`src/rtl/i2c_register_access_sequencer_macros.svh`:
```
// Assertion macros shared by the register access sequencer RTL.
// Every macro expects i_clk and i_rst_n to be in scope where it is used.
`ifndef I2C_REGISTER_ACCESS_SEQUENCER_MACROS_SVH
`define I2C_REGISTER_ACCESS_SEQUENCER_MACROS_SVH

// A property that must hold at every clock edge outside reset.
`define I2C_RAS_ASSERT(lbl, prop, msg) \
    lbl: assert property (@(posedge i_clk) disable iff (!i_rst_n) (prop)) else $error(msg);

// A condition at one edge implies a consequence at the next edge.
`define I2C_RAS_ASSERT_NEXT(lbl, pre, post, msg) \
    lbl: assert property (@(posedge i_clk) disable iff (!i_rst_n) (pre) |=> (post)) \
        else $error(msg);

`endif

```
`src/rtl/i2c_ras_pkg.sv`:
```
// Package for the I2C register access sequencer: item types, codes and
// status checks. No dependencies.
`default_nettype none

package i2c_ras_pkg;

    // Input request types.
    localparam logic [1:0] REQ_WRITE = 2'd0;
    localparam logic [1:0] REQ_READ  = 2'd1;
    localparam logic [1:0] REQ_DONE  = 2'd2;
    localparam logic [1:0] REQ_TICK  = 2'd3;

    // Commands to the byte engine.
    localparam logic [1:0] CMD_START = 2'd0;
    localparam logic [1:0] CMD_SEND  = 2'd1;
    localparam logic [1:0] CMD_RECV  = 2'd2;
    localparam logic [1:0] CMD_STOP  = 2'd3;

    // Transaction result codes.
    localparam logic [1:0] RES_OK      = 2'd0;
    localparam logic [1:0] RES_TIMEOUT = 2'd1;
    localparam logic [1:0] RES_ERROR   = 2'd2;

    // Output item kinds.
    localparam logic KIND_CMD    = 1'b0;
    localparam logic KIND_FINISH = 1'b1;

    // Byte engine status codes.
    localparam logic [7:0] ST_START     = 8'h08;
    localparam logic [7:0] ST_RSTART    = 8'h10;
    localparam logic [7:0] ST_SLAW_ACK  = 8'h18;
    localparam logic [7:0] ST_DATA_ACK  = 8'h28;
    localparam logic [7:0] ST_SLAR_ACK  = 8'h40;
    localparam logic [7:0] ST_RECV_NACK = 8'h58;

    localparam logic [15:0] TIMEOUT_RESET = 16'd10000;

    typedef struct packed {
        logic [1:0] req_type;
        logic [6:0] device_address;
        logic [7:0] register_address;
        logic [7:0] write_value;
        logic [7:0] bus_status;
        logic [7:0] bus_read_byte;
    } t_in_item;

    typedef struct packed {
        logic       out_kind;
        logic [1:0] bus_command;
        logic [7:0] send_byte;
        logic [1:0] result_code;
        logic [7:0] read_value;
        logic       last_of_run;
    } t_out_item;

    // One queued action: either a single command, or the end of a
    // transaction (a stop command followed by a finish item).
    typedef struct packed {
        logic       is_end;
        logic [1:0] bus_command;
        logic [7:0] send_byte;
        logic [1:0] result_code;
        logic [7:0] read_value;
    } t_action;

    function automatic logic status_start_ok(input logic [7:0] s);
        return (s == ST_START) || (s == ST_RSTART);
    endfunction

    function automatic logic status_send_ok(input logic [7:0] s);
        return (s == ST_SLAW_ACK) || (s == ST_DATA_ACK);
    endfunction

    function automatic logic status_slar_ok(input logic [7:0] s);
        return (s == ST_SLAW_ACK) || (s == ST_DATA_ACK) || (s == ST_SLAR_ACK);
    endfunction

endpackage

`default_nettype wire

```
`src/rtl/i2c_register_access_sequencer.sv`:
```
// I2C register access sequencer, top level: front part, action queue and
// back part. Uses i2c_ras_pkg, i2c_ras_front, i2c_ras_queue and i2c_ras_back.
//
// Usage: the input channel (i_valid, o_stall, i_data) carries write-register
// and read-register requests, bus step completions from the byte engine, and
// ticks. The output channel (o_valid, i_stall, o_data) carries commands for the
// byte engine and transaction finish items. An item moves when valid is high
// and stall is low. The timeout limit is written through i_cfg_we/i_cfg_wdata
// while the block is idle; it resets to 10000 ticks per bus step.
// Each input item is handled by the front part, which keeps the transaction
// phase and the wait counter, and any result goes into a queue of QUEUE_DEPTH
// actions. A result item is written into the queue when its input item is
// accepted and moves from the queue head into the output register once that
// register is free. One input item per cycle is accepted while the queue is
// not full; an item ending a transaction gives two results (stop, then finish),
// so the output port sets the sustained rate when many items end transactions.
// When the receiver stalls, the output register holds its item, the queue
// fills, and o_stall rises once the queue is full. Synchronous reset returns
// the block to idle with an empty queue and no valid output.
`default_nettype none

module i2c_register_access_sequencer #(
    parameter int QUEUE_DEPTH = 4
) (
    input  wire logic                   i_clk,
    input  wire logic                   i_rst_n,
    input  wire logic                   i_valid,
    output logic                        o_stall,
    input  wire i2c_ras_pkg::t_in_item  i_data,
    output logic                        o_valid,
    input  wire logic                   i_stall,
    output i2c_ras_pkg::t_out_item      o_data,
    input  wire logic                   i_cfg_we,
    input  wire logic [15:0]            i_cfg_wdata
);
    import i2c_ras_pkg::*;

    logic    push;
    t_action push_action;
    logic    pop;
    t_action head;
    logic    q_empty;
    logic    q_full;

    assign o_stall = q_full;

    i2c_ras_front u_front (
        .i_clk        (i_clk),
        .i_rst_n      (i_rst_n),
        .i_valid      (i_valid),
        .i_data       (i_data),
        .i_cfg_we     (i_cfg_we),
        .i_cfg_wdata  (i_cfg_wdata),
        .i_queue_full (q_full),
        .o_push       (push),
        .o_action     (push_action)
    );

    i2c_ras_queue #(
        .DEPTH (QUEUE_DEPTH)
    ) u_queue (
        .i_clk       (i_clk),
        .i_rst_n     (i_rst_n),
        .i_push      (push),
        .i_push_data (push_action),
        .i_pop       (pop),
        .o_head      (head),
        .o_empty     (q_empty),
        .o_full      (q_full)
    );

    i2c_ras_back u_back (
        .i_clk   (i_clk),
        .i_rst_n (i_rst_n),
        .i_head  (head),
        .i_empty (q_empty),
        .o_pop   (pop),
        .i_stall (i_stall),
        .o_valid (o_valid),
        .o_data  (o_data)
    );

endmodule

`default_nettype wire

```
`src/rtl/i2c_ras_front.sv`:
```
// Front part of the sequencer: accepts input items, runs the transaction
// phase machine and the timeout counter, and pushes actions. Uses i2c_ras_pkg.
`default_nettype none

module i2c_ras_front (
    input  wire logic                  i_clk,
    input  wire logic                  i_rst_n,
    input  wire logic                  i_valid,
    input  wire i2c_ras_pkg::t_in_item i_data,
    input  wire logic                  i_cfg_we,
    input  wire logic [15:0]           i_cfg_wdata,
    input  wire logic                  i_queue_full,
    output logic                       o_push,
    output i2c_ras_pkg::t_action       o_action
);
    import i2c_ras_pkg::*;

    localparam logic [3:0] PH_IDLE   = 4'd0;
    localparam logic [3:0] PH_START  = 4'd1;
    localparam logic [3:0] PH_SLAW   = 4'd2;
    localparam logic [3:0] PH_REG    = 4'd3;
    localparam logic [3:0] PH_DATA   = 4'd4;
    localparam logic [3:0] PH_RSTART = 4'd5;
    localparam logic [3:0] PH_SLAR   = 4'd6;
    localparam logic [3:0] PH_RECV   = 4'd7;

    logic [3:0]  r_phase,  n_phase;
    logic        r_is_read, n_is_read;
    logic [6:0]  r_device, n_device;
    logic [7:0]  r_register, n_register;
    logic [7:0]  r_value,  n_value;
    logic [15:0] r_wait,   n_wait;
    logic [15:0] r_limit;

    logic        accept;
    logic        do_issue;
    logic [3:0]  issue_phase;
    logic [1:0]  issue_cmd;
    logic [7:0]  issue_byte;
    logic        do_end;
    logic [1:0]  end_code;
    logic [7:0]  end_value;

    assign accept = i_valid && !i_queue_full;

    always_comb begin
        n_phase     = r_phase;
        n_is_read   = r_is_read;
        n_device    = r_device;
        n_register  = r_register;
        n_value     = r_value;
        n_wait      = r_wait;
        do_issue    = 1'b0;
        issue_phase = PH_IDLE;
        issue_cmd   = CMD_START;
        issue_byte  = 8'd0;
        do_end      = 1'b0;
        end_code    = RES_OK;
        end_value   = 8'd0;

        if (accept) begin
            if (i_data.req_type == REQ_WRITE || i_data.req_type == REQ_READ) begin
                if (r_phase == PH_IDLE) begin
                    n_is_read   = (i_data.req_type == REQ_READ);
                    n_device    = i_data.device_address;
                    n_register  = i_data.register_address;
                    n_value     = i_data.write_value;
                    do_issue    = 1'b1;
                    issue_phase = PH_START;
                    issue_cmd   = CMD_START;
                end
            end else if (r_phase != PH_IDLE) begin
                if (i_data.req_type == REQ_TICK) begin
                    if (r_wait >= r_limit) begin
                        do_end   = 1'b1;
                        end_code = RES_TIMEOUT;
                    end else begin
                        n_wait = r_wait + 16'd1;
                    end
                end else begin
                    // A bus step has completed; check its status.
                    case (r_phase)
                        PH_START: begin
                            if (!status_start_ok(i_data.bus_status)) begin
                                do_end   = 1'b1;
                                end_code = RES_ERROR;
                            end else begin
                                do_issue    = 1'b1;
                                issue_phase = PH_SLAW;
                                issue_cmd   = CMD_SEND;
                                issue_byte  = {r_device, 1'b0};
                            end
                        end
                        PH_SLAW: begin
                            if (!status_send_ok(i_data.bus_status)) begin
                                do_end   = 1'b1;
                                end_code = RES_ERROR;
                            end else begin
                                do_issue    = 1'b1;
                                issue_phase = PH_REG;
                                issue_cmd   = CMD_SEND;
                                issue_byte  = r_register;
                            end
                        end
                        PH_REG: begin
                            if (!status_send_ok(i_data.bus_status)) begin
                                do_end   = 1'b1;
                                end_code = RES_ERROR;
                            end else if (r_is_read) begin
                                do_issue    = 1'b1;
                                issue_phase = PH_RSTART;
                                issue_cmd   = CMD_START;
                            end else begin
                                do_issue    = 1'b1;
                                issue_phase = PH_DATA;
                                issue_cmd   = CMD_SEND;
                                issue_byte  = r_value;
                            end
                        end
                        PH_DATA: begin
                            do_end   = 1'b1;
                            end_code = status_send_ok(i_data.bus_status) ? RES_OK : RES_ERROR;
                        end
                        PH_RSTART: begin
                            if (!status_start_ok(i_data.bus_status)) begin
                                do_end   = 1'b1;
                                end_code = RES_ERROR;
                            end else begin
                                do_issue    = 1'b1;
                                issue_phase = PH_SLAR;
                                issue_cmd   = CMD_SEND;
                                issue_byte  = {r_device, 1'b1};
                            end
                        end
                        PH_SLAR: begin
                            if (!status_slar_ok(i_data.bus_status)) begin
                                do_end   = 1'b1;
                                end_code = RES_ERROR;
                            end else begin
                                do_issue    = 1'b1;
                                issue_phase = PH_RECV;
                                issue_cmd   = CMD_RECV;
                            end
                        end
                        PH_RECV: begin
                            do_end = 1'b1;
                            if (i_data.bus_status == ST_RECV_NACK) begin
                                end_code  = RES_OK;
                                end_value = i_data.bus_read_byte;
                            end else begin
                                end_code = RES_ERROR;
                            end
                        end
                        default: begin
                            n_phase = PH_IDLE;
                            n_wait  = 16'd0;
                        end
                    endcase
                end
            end
        end

        if (do_issue) begin
            n_phase = issue_phase;
            n_wait  = 16'd0;
        end
        if (do_end) begin
            n_phase = PH_IDLE;
            n_wait  = 16'd0;
        end
    end

    always_comb begin
        o_push               = do_issue || do_end;
        o_action.is_end      = do_end;
        o_action.bus_command = do_end ? CMD_STOP : issue_cmd;
        o_action.send_byte   = do_end ? 8'd0 : issue_byte;
        o_action.result_code = end_code;
        o_action.read_value  = end_value;
    end

    always_ff @(posedge i_clk) begin
        if (!i_rst_n) begin
            r_phase    <= PH_IDLE;
            r_is_read  <= 1'b0;
            r_device   <= 7'd0;
            r_register <= 8'd0;
            r_value    <= 8'd0;
            r_wait     <= 16'd0;
            r_limit    <= TIMEOUT_RESET;
        end else begin
            r_phase    <= n_phase;
            r_is_read  <= n_is_read;
            r_device   <= n_device;
            r_register <= n_register;
            r_value    <= n_value;
            r_wait     <= n_wait;
            if (i_cfg_we) begin
                r_limit <= i_cfg_wdata;
            end
        end
    end

endmodule

`default_nettype wire

```
`src/rtl/i2c_ras_queue.sv`:
```
// Short action queue between the front and back parts of the sequencer.
// Uses i2c_ras_pkg and the assertion macros header.
`default_nettype none
`include "i2c_register_access_sequencer_macros.svh"

module i2c_ras_queue #(
    parameter int DEPTH = 4
) (
    input  wire logic                 i_clk,
    input  wire logic                 i_rst_n,
    input  wire logic                 i_push,
    input  wire i2c_ras_pkg::t_action i_push_data,
    input  wire logic                 i_pop,
    output i2c_ras_pkg::t_action      o_head,
    output logic                      o_empty,
    output logic                      o_full
);
    import i2c_ras_pkg::*;

    localparam int PW = (DEPTH > 1) ? $clog2(DEPTH) : 1;
    localparam int CW = $clog2(DEPTH + 1);
    localparam logic [PW-1:0] LAST_PTR = PW'(DEPTH - 1);
    localparam logic [CW-1:0] FULL_CNT = CW'(DEPTH);

    t_action       r_slots [DEPTH];
    logic [PW-1:0] r_wr_ptr;
    logic [PW-1:0] r_rd_ptr;
    logic [CW-1:0] r_count;

    assign o_head  = r_slots[r_rd_ptr];
    assign o_empty = (r_count == '0);
    assign o_full  = (r_count == FULL_CNT);

    always_ff @(posedge i_clk) begin
        if (i_push) begin
            r_slots[r_wr_ptr] <= i_push_data;
        end
    end

    always_ff @(posedge i_clk) begin
        if (!i_rst_n) begin
            r_wr_ptr <= '0;
            r_rd_ptr <= '0;
            r_count  <= '0;
        end else begin
            if (i_push) begin
                r_wr_ptr <= (r_wr_ptr == LAST_PTR) ? '0 : r_wr_ptr + 1'b1;
            end
            if (i_pop) begin
                r_rd_ptr <= (r_rd_ptr == LAST_PTR) ? '0 : r_rd_ptr + 1'b1;
            end
            if (i_push && !i_pop) begin
                r_count <= r_count + 1'b1;
            end else if (i_pop && !i_push) begin
                r_count <= r_count - 1'b1;
            end
        end
    end

    `I2C_RAS_ASSERT(a_q_no_overflow, !(i_push && o_full), "push into a full queue")
    `I2C_RAS_ASSERT(a_q_no_underflow, !(i_pop && o_empty), "pop from an empty queue")
    `I2C_RAS_ASSERT_NEXT(a_q_push_fills, i_push && !i_pop, !o_empty, "pushed item was lost")

endmodule

`default_nettype wire

```
`src/rtl/i2c_ras_back.sv`:
```
// Back part of the sequencer: expands queued actions into result items and
// holds them in the output register. Uses i2c_ras_pkg and the macros header.
`default_nettype none
`include "i2c_register_access_sequencer_macros.svh"

module i2c_ras_back (
    input  wire logic                 i_clk,
    input  wire logic                 i_rst_n,
    input  wire i2c_ras_pkg::t_action i_head,
    input  wire logic                 i_empty,
    output logic                      o_pop,
    input  wire logic                 i_stall,
    output logic                      o_valid,
    output i2c_ras_pkg::t_out_item    o_data
);
    import i2c_ras_pkg::*;

    logic      r_out_valid, n_out_valid;
    t_out_item r_out, n_out;
    // Set once the stop of an ending action is loaded into the output register; its finish follows.
    logic      r_half, n_half;
    logic      load;
    logic      stop_load;
    logic      out_finish;

    assign load       = !r_out_valid || !i_stall;
    assign stop_load  = load && !i_empty && i_head.is_end && !r_half;
    assign out_finish = r_out_valid && (r_out.out_kind == KIND_FINISH);

    always_comb begin
        n_out_valid = r_out_valid;
        n_out       = r_out;
        n_half      = r_half;
        o_pop       = 1'b0;
        if (load) begin
            n_out_valid = !i_empty;
            if (!i_empty) begin
                if (!i_head.is_end) begin
                    n_out.out_kind    = KIND_CMD;
                    n_out.bus_command = i_head.bus_command;
                    n_out.send_byte   = i_head.send_byte;
                    n_out.result_code = RES_OK;
                    n_out.read_value  = 8'd0;
                    n_out.last_of_run = 1'b1;
                    o_pop             = 1'b1;
                end else if (!r_half) begin
                    n_out.out_kind    = KIND_CMD;
                    n_out.bus_command = CMD_STOP;
                    n_out.send_byte   = 8'd0;
                    n_out.result_code = RES_OK;
                    n_out.read_value  = 8'd0;
                    n_out.last_of_run = 1'b0;
                    n_half            = 1'b1;
                end else begin
                    n_out.out_kind    = KIND_FINISH;
                    n_out.bus_command = CMD_START;
                    n_out.send_byte   = 8'd0;
                    n_out.result_code = i_head.result_code;
                    n_out.read_value  = i_head.read_value;
                    n_out.last_of_run = 1'b1;
                    n_half            = 1'b0;
                    o_pop             = 1'b1;
                end
            end
        end
    end

    always_ff @(posedge i_clk) begin
        if (!i_rst_n) begin
            r_out_valid <= 1'b0;
            r_half      <= 1'b0;
        end else begin
            r_out_valid <= n_out_valid;
            r_half      <= n_half;
        end
    end

    always_ff @(posedge i_clk) begin
        r_out <= n_out;
    end

    assign o_valid = r_out_valid;
    assign o_data  = r_out;

    `I2C_RAS_ASSERT(a_b_half_has_head, !r_half || !i_empty, "pending finish without action")
    `I2C_RAS_ASSERT_NEXT(a_b_stop_then_finish, stop_load, r_half, "stop not followed by finish")
    `I2C_RAS_ASSERT(a_b_finish_is_last, !out_finish || r_out.last_of_run, "finish not marked last")

endmodule

`default_nettype wire
```
`config.mk`:
```
export PLATFORM = sky130hd
export DESIGN_NAME = i2c_register_access_sequencer
export DESIGN_NICKNAME = d
export VERILOG_FILES = /design/src/rtl/i2c_ras_pkg.sv /design/src/rtl/i2c_register_access_sequencer.sv /design/src/rtl/i2c_ras_front.sv /design/src/rtl/i2c_ras_queue.sv /design/src/rtl/i2c_ras_back.sv
export VERILOG_INCLUDE_DIRS = /design/src /design/src/rtl
export SDC_FILE = /design/constraint.sdc
export NUM_CORES = 1
export LEC_CHECK = 0
export BUFFER_PORTS_ARGS = -buffer_cell sky130_fd_sc_hd__buf_2
export CORE_MARGIN = 2
export CORE_UTILIZATION = 44
export CTS_CLUSTER_DIAMETER = 200
export DETAILED_ROUTE_END_ITERATION = 6
export PLACE_DENSITY = 0.64
export SLEW_MARGIN = 40
export SYNTH_ARGS = -nofsm -noshare
export SYNTH_HDL_FRONTEND = slang
export SYNTH_HIERARCHICAL = 1
export SYNTH_SLANG_ARGS = --single-unit
```
`constraint.sdc`:
```
create_clock -name i_clk -period 4.53 [get_ports i_clk]
set_input_delay 1.1325 -clock i_clk [delete_from_list [all_inputs] [get_ports i_clk]]
set_output_delay 1.1325 -clock i_clk [all_outputs]
set_load 0.02 [all_outputs]
```
==> results.toml, run 1 <==
[final_layout]
antenna_cells = 0
final_area_sq_mm = 0.00892
stdcell_count = 951
final_cell_mix = "edfxtp_1 (106), buf_2 (85), nand2_1 (70), dfxtp_1 (70), a21oi_1 (44)"
layout-drive-gt1-share = 0.230
layout_commonest_cell = "edfxtp_1"
area_delta_synth_final_pct = 16.2
nets = 799

[logic_synthesis]
syn_avg_cell_area_sq_um = 12.3
syn_area_sq_mm = 0.00768
async_flop_share = 0
synth_cells = 623
synth_top_family_by_area = "simple AND/OR/NAND/NOR gates"
synthSimpleGateAreaFrac = 0.148
yosys_warnings = 6
syn_nets = 709
synth-compound-area-share = 0.0882
synth_largest_area_cell = "edfxtp_1"
yosysSeqAreaShare = 0.597
ys_types = 63
synth_xor_area_frac = 0.0103
synth_fa_ha_area_frac = 0.0401
synth_edf_count = 106
ys_top_cells_by_area = "edfxtp_1 (41%), dfxtp_1 (18%), mux4_2 (5.9%)"
synth_seq_cells = 176
synth_top_area_share = 0.415
muxShareOfSynthArea = 0.0857
synth_ff_type = "edfxtp_1"

[setup_path]
crit_path_max_incr_delay_ps = 570
critPathLaunchType = "register"
path_buf_inv = 1
r2r_slack_ps = 640
r2r-start = "u_front/r_wait[13]"
reg2reg_to = "u_queue/r_count[2]"
crit_required_ps = 4870
cp_cell_sequence = "ha_1, nand4_1, or2_2, nor4_1, nor3_1, or2_2, nand2_1, ha_1, inv_1, fa_1, xor2_1, or3_1, a21boi_0"
cp.arrival_ps = 4240
critPathMaxFanout = 7
criticalPathCategory = "register to register"
rr_worst_depth = 13
cp-end-kind = "register"
cp_slowest_cell = "nor4_1"
crit_family = "simple AND/OR/NAND/NOR gates"

[power_and_ir_drop]
worst_ir_drop_vdd_uv = 300
power_w = 0.00424
cellLeakagePower_nw = 3.36
power_density_mw_per_mm2 = 476

[detailed_routing]
drc = 0
wl_met1_mm = 7.03
num_vias = 5129
wl_per_cell_microns = 16.3
vias_per_cell = 5.39
first_pass_iters = 5
finalWirelength_mm = 15.5
top_layer = "met4"
dr_wl_met3_microns = 669
drtAntennaViolNets = 0
met2WireLength_mm = 7.53
drt_iter0_markers = 349

[placed_design]
gp_congestion = 0.860
dp_hpwl_mm = 10.7
post-place-cells = 919
dpl_cell_area_sq_mm = 0.00835
dp_worst_setup_slack_ps = 313
port_buffers = 85

[global_route]
antenna_found_initial = 0
grt_max_degree = 36
grt_pass1_vias = 5057
grtUsageTotal = 0.174
gr-total-overflow = 0
grt_pass1_wl_mm = 24.8

[clock_network]
clk_pin_slew_ps = 70
cts_made_buffers = 17
cts_hold_buffers = 0
cts_resized = 0
cts_tree = "done"
clock_sinks = 176
cts_root_buffer = "clkbuf_16"
postCtsSetupRepairBufs = 0
clk_latency_ps = 430
cts.path.max_buffers = 2
htreeDepth = 4

[status]
status = "finished, final reports clean"

[die]
rows = 48
dieWidth_microns = 136
core_area_sq_mm = 0.0172
initial_core_util = 0.447
io_pins = 86
die_y_microns = 136
die-area_sq_mm = 0.0185

[timing]
clock_skew_ps = 7.55
final_hold_viol_count = 0
final.setup.worst_slack_ps = 636
max-slew-margin-rel = 0.460
period_share = 0.860
setup_viol = 0
rsz0062_at_grt = "false"
slew_viol_final = 0
tns_ps = 0
fmax_ghz = 0.257
tightest_slew_ps = 810
fin_crit_ps = 3890

[min_path]
min_to = "u_front/r_value[2]"
hp-start = "u_front/r_value[2]"
hp-class = "register to register"
whs_path_depth = 2

[run]
max_cap_violations = 0
-- logic make-up after synthesis --
family | count (synthesis)
simple gates | 216
mux | 39
compound gates | 105
buf+inv | 54
fa+ha+maj | 24
flops | 176
xor+xnor | 9
-- cell type report --
| class | count | area, sq um |
|---|---|---|
| multi-input cells | 393 | 2860 |
| repair buffers | 97 | 515 |
| well taps | 225 | 282 |
| flip-flops and latches | 176 | 4580 |
| fillers | 1544 | 8260 |
| inverters | 28 | 106 |
| clock buffers | 18 | 439 |
| clock inverters | 14 | 130 |
-- routing by layer --
metal	vias to the layer above	GRT usage
li1	2486	-
met1	2496	0.229
met2	125	0.287
met3	22	0.0321
met4	0	0.0666
met5	-	0
-- flip-flops by register name (all words and copies together), names as in the netlist, named ones only --
signal and count:
u_queue/r_slots 84, u_back/o_data 22, u_front/r_limit 16, u_front/r_wait 16, u_front/r_register 8, u_front/r_value 8, u_front/r_device 7, u_front/r_phase 3
u_queue/r_count 3, u_queue/r_rd_ptr 2, u_queue/r_wr_ptr 2, u_back/o_valid 1, u_back/r_half 1, u_front/r_is_read 1
-- how the worst max path moves through the flow --
stage                       startpoint            endpoint  slack (ps)  depth (start not counted)
finish              u_front/r_wait[13]  u_queue/r_count[2]         640                         13
global route        u_front/r_wait[13]  u_queue/r_count[2]         430                         13
CTS                 u_front/r_wait[13]  u_queue/r_count[2]         660                         13
detailed placement           i_data[9]  u_queue/r_count[2]         310                         12
global placement             i_data[9]  u_queue/r_count[2]         480                         12
floorplan                    i_data[9]  u_queue/r_count[2]         690                         11
-- worst reg2reg max path: cells and delay by family, from the launching register on --
family	cells	cell delay (ps)
DFF	1	370
adders and majority gates	3	940
xor gates and xnor gates	1	160
buffers and inverters	1	60
AOI/OAI and AO/OA	1	200
and+or+nand+nor	7	2090
-- Yosys cell counts, drive strengths merged (2+ instances only) --
cell and number:
edfxtp 106, nand2 71, dfxtp 70, a21oi 46, inv 27, nor2 27
ha 23, mux4 21, and2 18, nor2b 18, mux2i 17, and3 15
clkbuf 14, o21ai 14, nand4 13, buf 12, or3 10, o211ai 9
nand3 8, nor3 8, o21a 8, nand2b 7, or4 6, a22oi 5
xor2 5, xnor2 4, a211oi 3, a222oi 3, a31oi 3, nor4 3
o31ai 3, or2 3, a21boi 2, and4 2, nor3b 2, nor4b 2
o211a 2
-- stage by stage --
stage / util / hold WS, ps
floorplan: - / 436
global placement: 0.486 / 444
detailed placement: 0.486 / 449
CTS: 0.519 / 456
global route: 0.519 / 472
finish: 0.519 / 458
-- power breakdown --
group          internal, W  switching [W]
clock             0.000777       0.000618
sequential         0.00192      0.0000747
combinational     0.000342       0.000517
total              0.00304        0.00121
No activity file was read; power rests on OpenSTA's default activity.
==> inputs of run 2 (changes only) <==
Settings changed: CORE_UTILIZATION 44 to 58, PLACE_DENSITY 0.64 to 0.8.
==> run 2 against run 1 <==
Net effect: sequential share of layout area grew 0.50 points; sequential power is essentially flat; highest routed layer unchanged; clock power is essentially flat; critical path depth is the same; die area shrank 23%; via count grew 2.0%; largest cell class unchanged; clock skew grew 1.5 ps; worst setup slack gained 27 ps; power shrank 0.37%.
==> results.toml, run 2 (synthesis gave the netlist of run 1 again) <==
[status]
status = "finished, final reports clean"

[clock_network]
cts_root_buffer = "clkbuf_16"
htreeDepth = 4
cts_made_buffers = 17
cts_hold_buffers = 0
clk_pin_slew_ps = 70
postCtsSetupRepairBufs = 0
clk_latency_ps = 420
cts_resized = 0
cts.path.max_buffers = 2
cts_tree = "done"
clock_sinks = 176

[timing]
setup_viol = 0
tns_ps = 0
rsz0062_at_grt = "false"
max-slew-margin-rel = 0.461
clock_skew_ps = 9.08
slew_viol_final = 0
final_hold_viol_count = 0
fin_crit_ps = 3870
timing.hold.ws_ps = 458
final.setup.worst_slack_ps = 663
period_share = 0.854
fmax_ghz = 0.259
tightest_slew_ps = 809

[setup_path]
path_buf_inv = 1
crit_family = "simple AND/OR/NAND/NOR gates"
critPathLaunchType = "register"
crit_path_max_incr_delay_ps = 510
cp.arrival_ps = 4200
crit_required_ps = 4860
cp_slowest_cell = "nor4_1"
cp-end-kind = "register"
critPathMaxFanout = 7
cp_cell_sequence = "ha_1, nand4_1, or2_2, nor4_1, nor3_1, or2_2, nand2_1, ha_1, inv_1, fa_1, xor2_1, or3_1, a21boi_0"
criticalPathCategory = "register to register"

[die]
initial_core_util = 0.587
dieWidth_microns = 119
die_y_microns = 119
die-area_sq_mm = 0.0142
rows = 42
io_pins = 86
core_area_sq_mm = 0.0131

[global_route]
antenna_found_initial = 0
grt_max_degree = 36
grt_pass1_vias = 5139
grt_pass1_wl_mm = 25.4
gr-total-overflow = 0
grtUsageTotal = 0.228

[detailed_routing]
vias_per_cell = 5.81
first_pass_iters = 5
drc = 0
wl_per_cell_microns = 17.0
drtAntennaViolNets = 0
num_vias = 5232
drt_iter0_markers = 390
finalWirelength_mm = 15.3

[final_layout]
utilization = 0.675
nets = 797
final_cell_mix = "edfxtp_1 (106), buf_2 (85), nand2_1 (70), dfxtp_1 (70), a21oi_1 (44)"
stdcell_count = 900
layout-drive-gt1-share = 0.224
area_delta_synth_final_pct = 15.0
top_register = "u_queue/r_slots"
antenna_cells = 0
largest_reg_flops = 84
layout_commonest_cell = "edfxtp_1"

[power_and_ir_drop]
cellLeakagePower_nw = 3.36
power_density_mw_per_mm2 = 479
worst_ir_drop_vdd_uv = 229

[run]
max_cap_violations = 0

[min_path]
hp-class = "register to register"

[placed_design]
post-place-cells = 868
dp_worst_setup_slack_ps = 329
port_buffers = 85
gp_congestion = 0.864
dp_hpwl_mm = 10.1
[run 2: changes by cell type in the layout (fill, tap and decap cells not counted), sizes merged]
cell,delta
buf,-2
clkinv,-1
clkinvlp,-3
inv,-1
clkbuf,+5
[run 2: worst paths after layout]
check / start / endpoint / slack (ps) / depth (start not counted)
worst max-delay path: u_front/r_wait[9] / u_queue/r_count[2] / 660 / 13
worst min-delay path: u_front/r_register[6] / u_front/r_register[6] / 460 / 2
worst max register to register: u_front/r_wait[9] / u_queue/r_count[2] / 660 / 13
worst min register to register: u_front/r_register[6] / u_front/r_register[6] / 460 / 2
[run 2: worst register-to-register path, cell delays in order, from the launching register on]
cell	delay, ps
dfxtp_1	360
ha_1	340
nand4_1	110
or2_2	330
nor4_1	510
nor3_1	180
or2_2	370
nand2_1	210
ha_1	240
inv_1	70
fa_1	380
xor2_1	160
or3_1	310
a21boi_0	210
[run 2: area by class of cell]
type | count | area (sq um)
Timing Repair Buffer | 95 | 500
Sequential cell | 176 | 4580
Fill cell | 957 | 4250
Clock buffer | 23 | 478
Tap cell | 176 | 220
Inverter | 28 | 106
Clock inverter | 9 | 81.3
Multi-Input combinational cell | 393 | 2860
[run 2: through the flow]
step / cell area [sq um] / power [W]
global route: 8830 / 0.00442
global placement: 8270 / 0.00286
floorplan: 7680 / 0.00264
CTS: 8830 / 0.00426
finish: 8830 / 0.00423
detailed placement: 8270 / 0.00289
[run 2: power by group]
| group | internal [W] | total, W | switching [W] | leakage [nW] |
|---|---|---|---|---|
| Combinational | 0.000343 | 0.000866 | 0.000524 | 1.46 |
| Clock | 0.000800 | 0.00137 | 0.000567 | 0.276 |
| Sequential | 0.00192 | 0.00200 | 0.0000782 | 1.62 |
| Total | 0.00306 | 0.00423 | 0.00117 | 3.36 |
[run 2: layer usage]
| metal | global-route usage | share of wire |
|---|---|---|
| met1 | 0.301 | 0.43 |
| met2 | 0.382 | 0.50 |
| met3 | 0.0417 | 0.057 |
| met4 | 0.0811 | 0.013 |
| met5 | 0 | 0 |
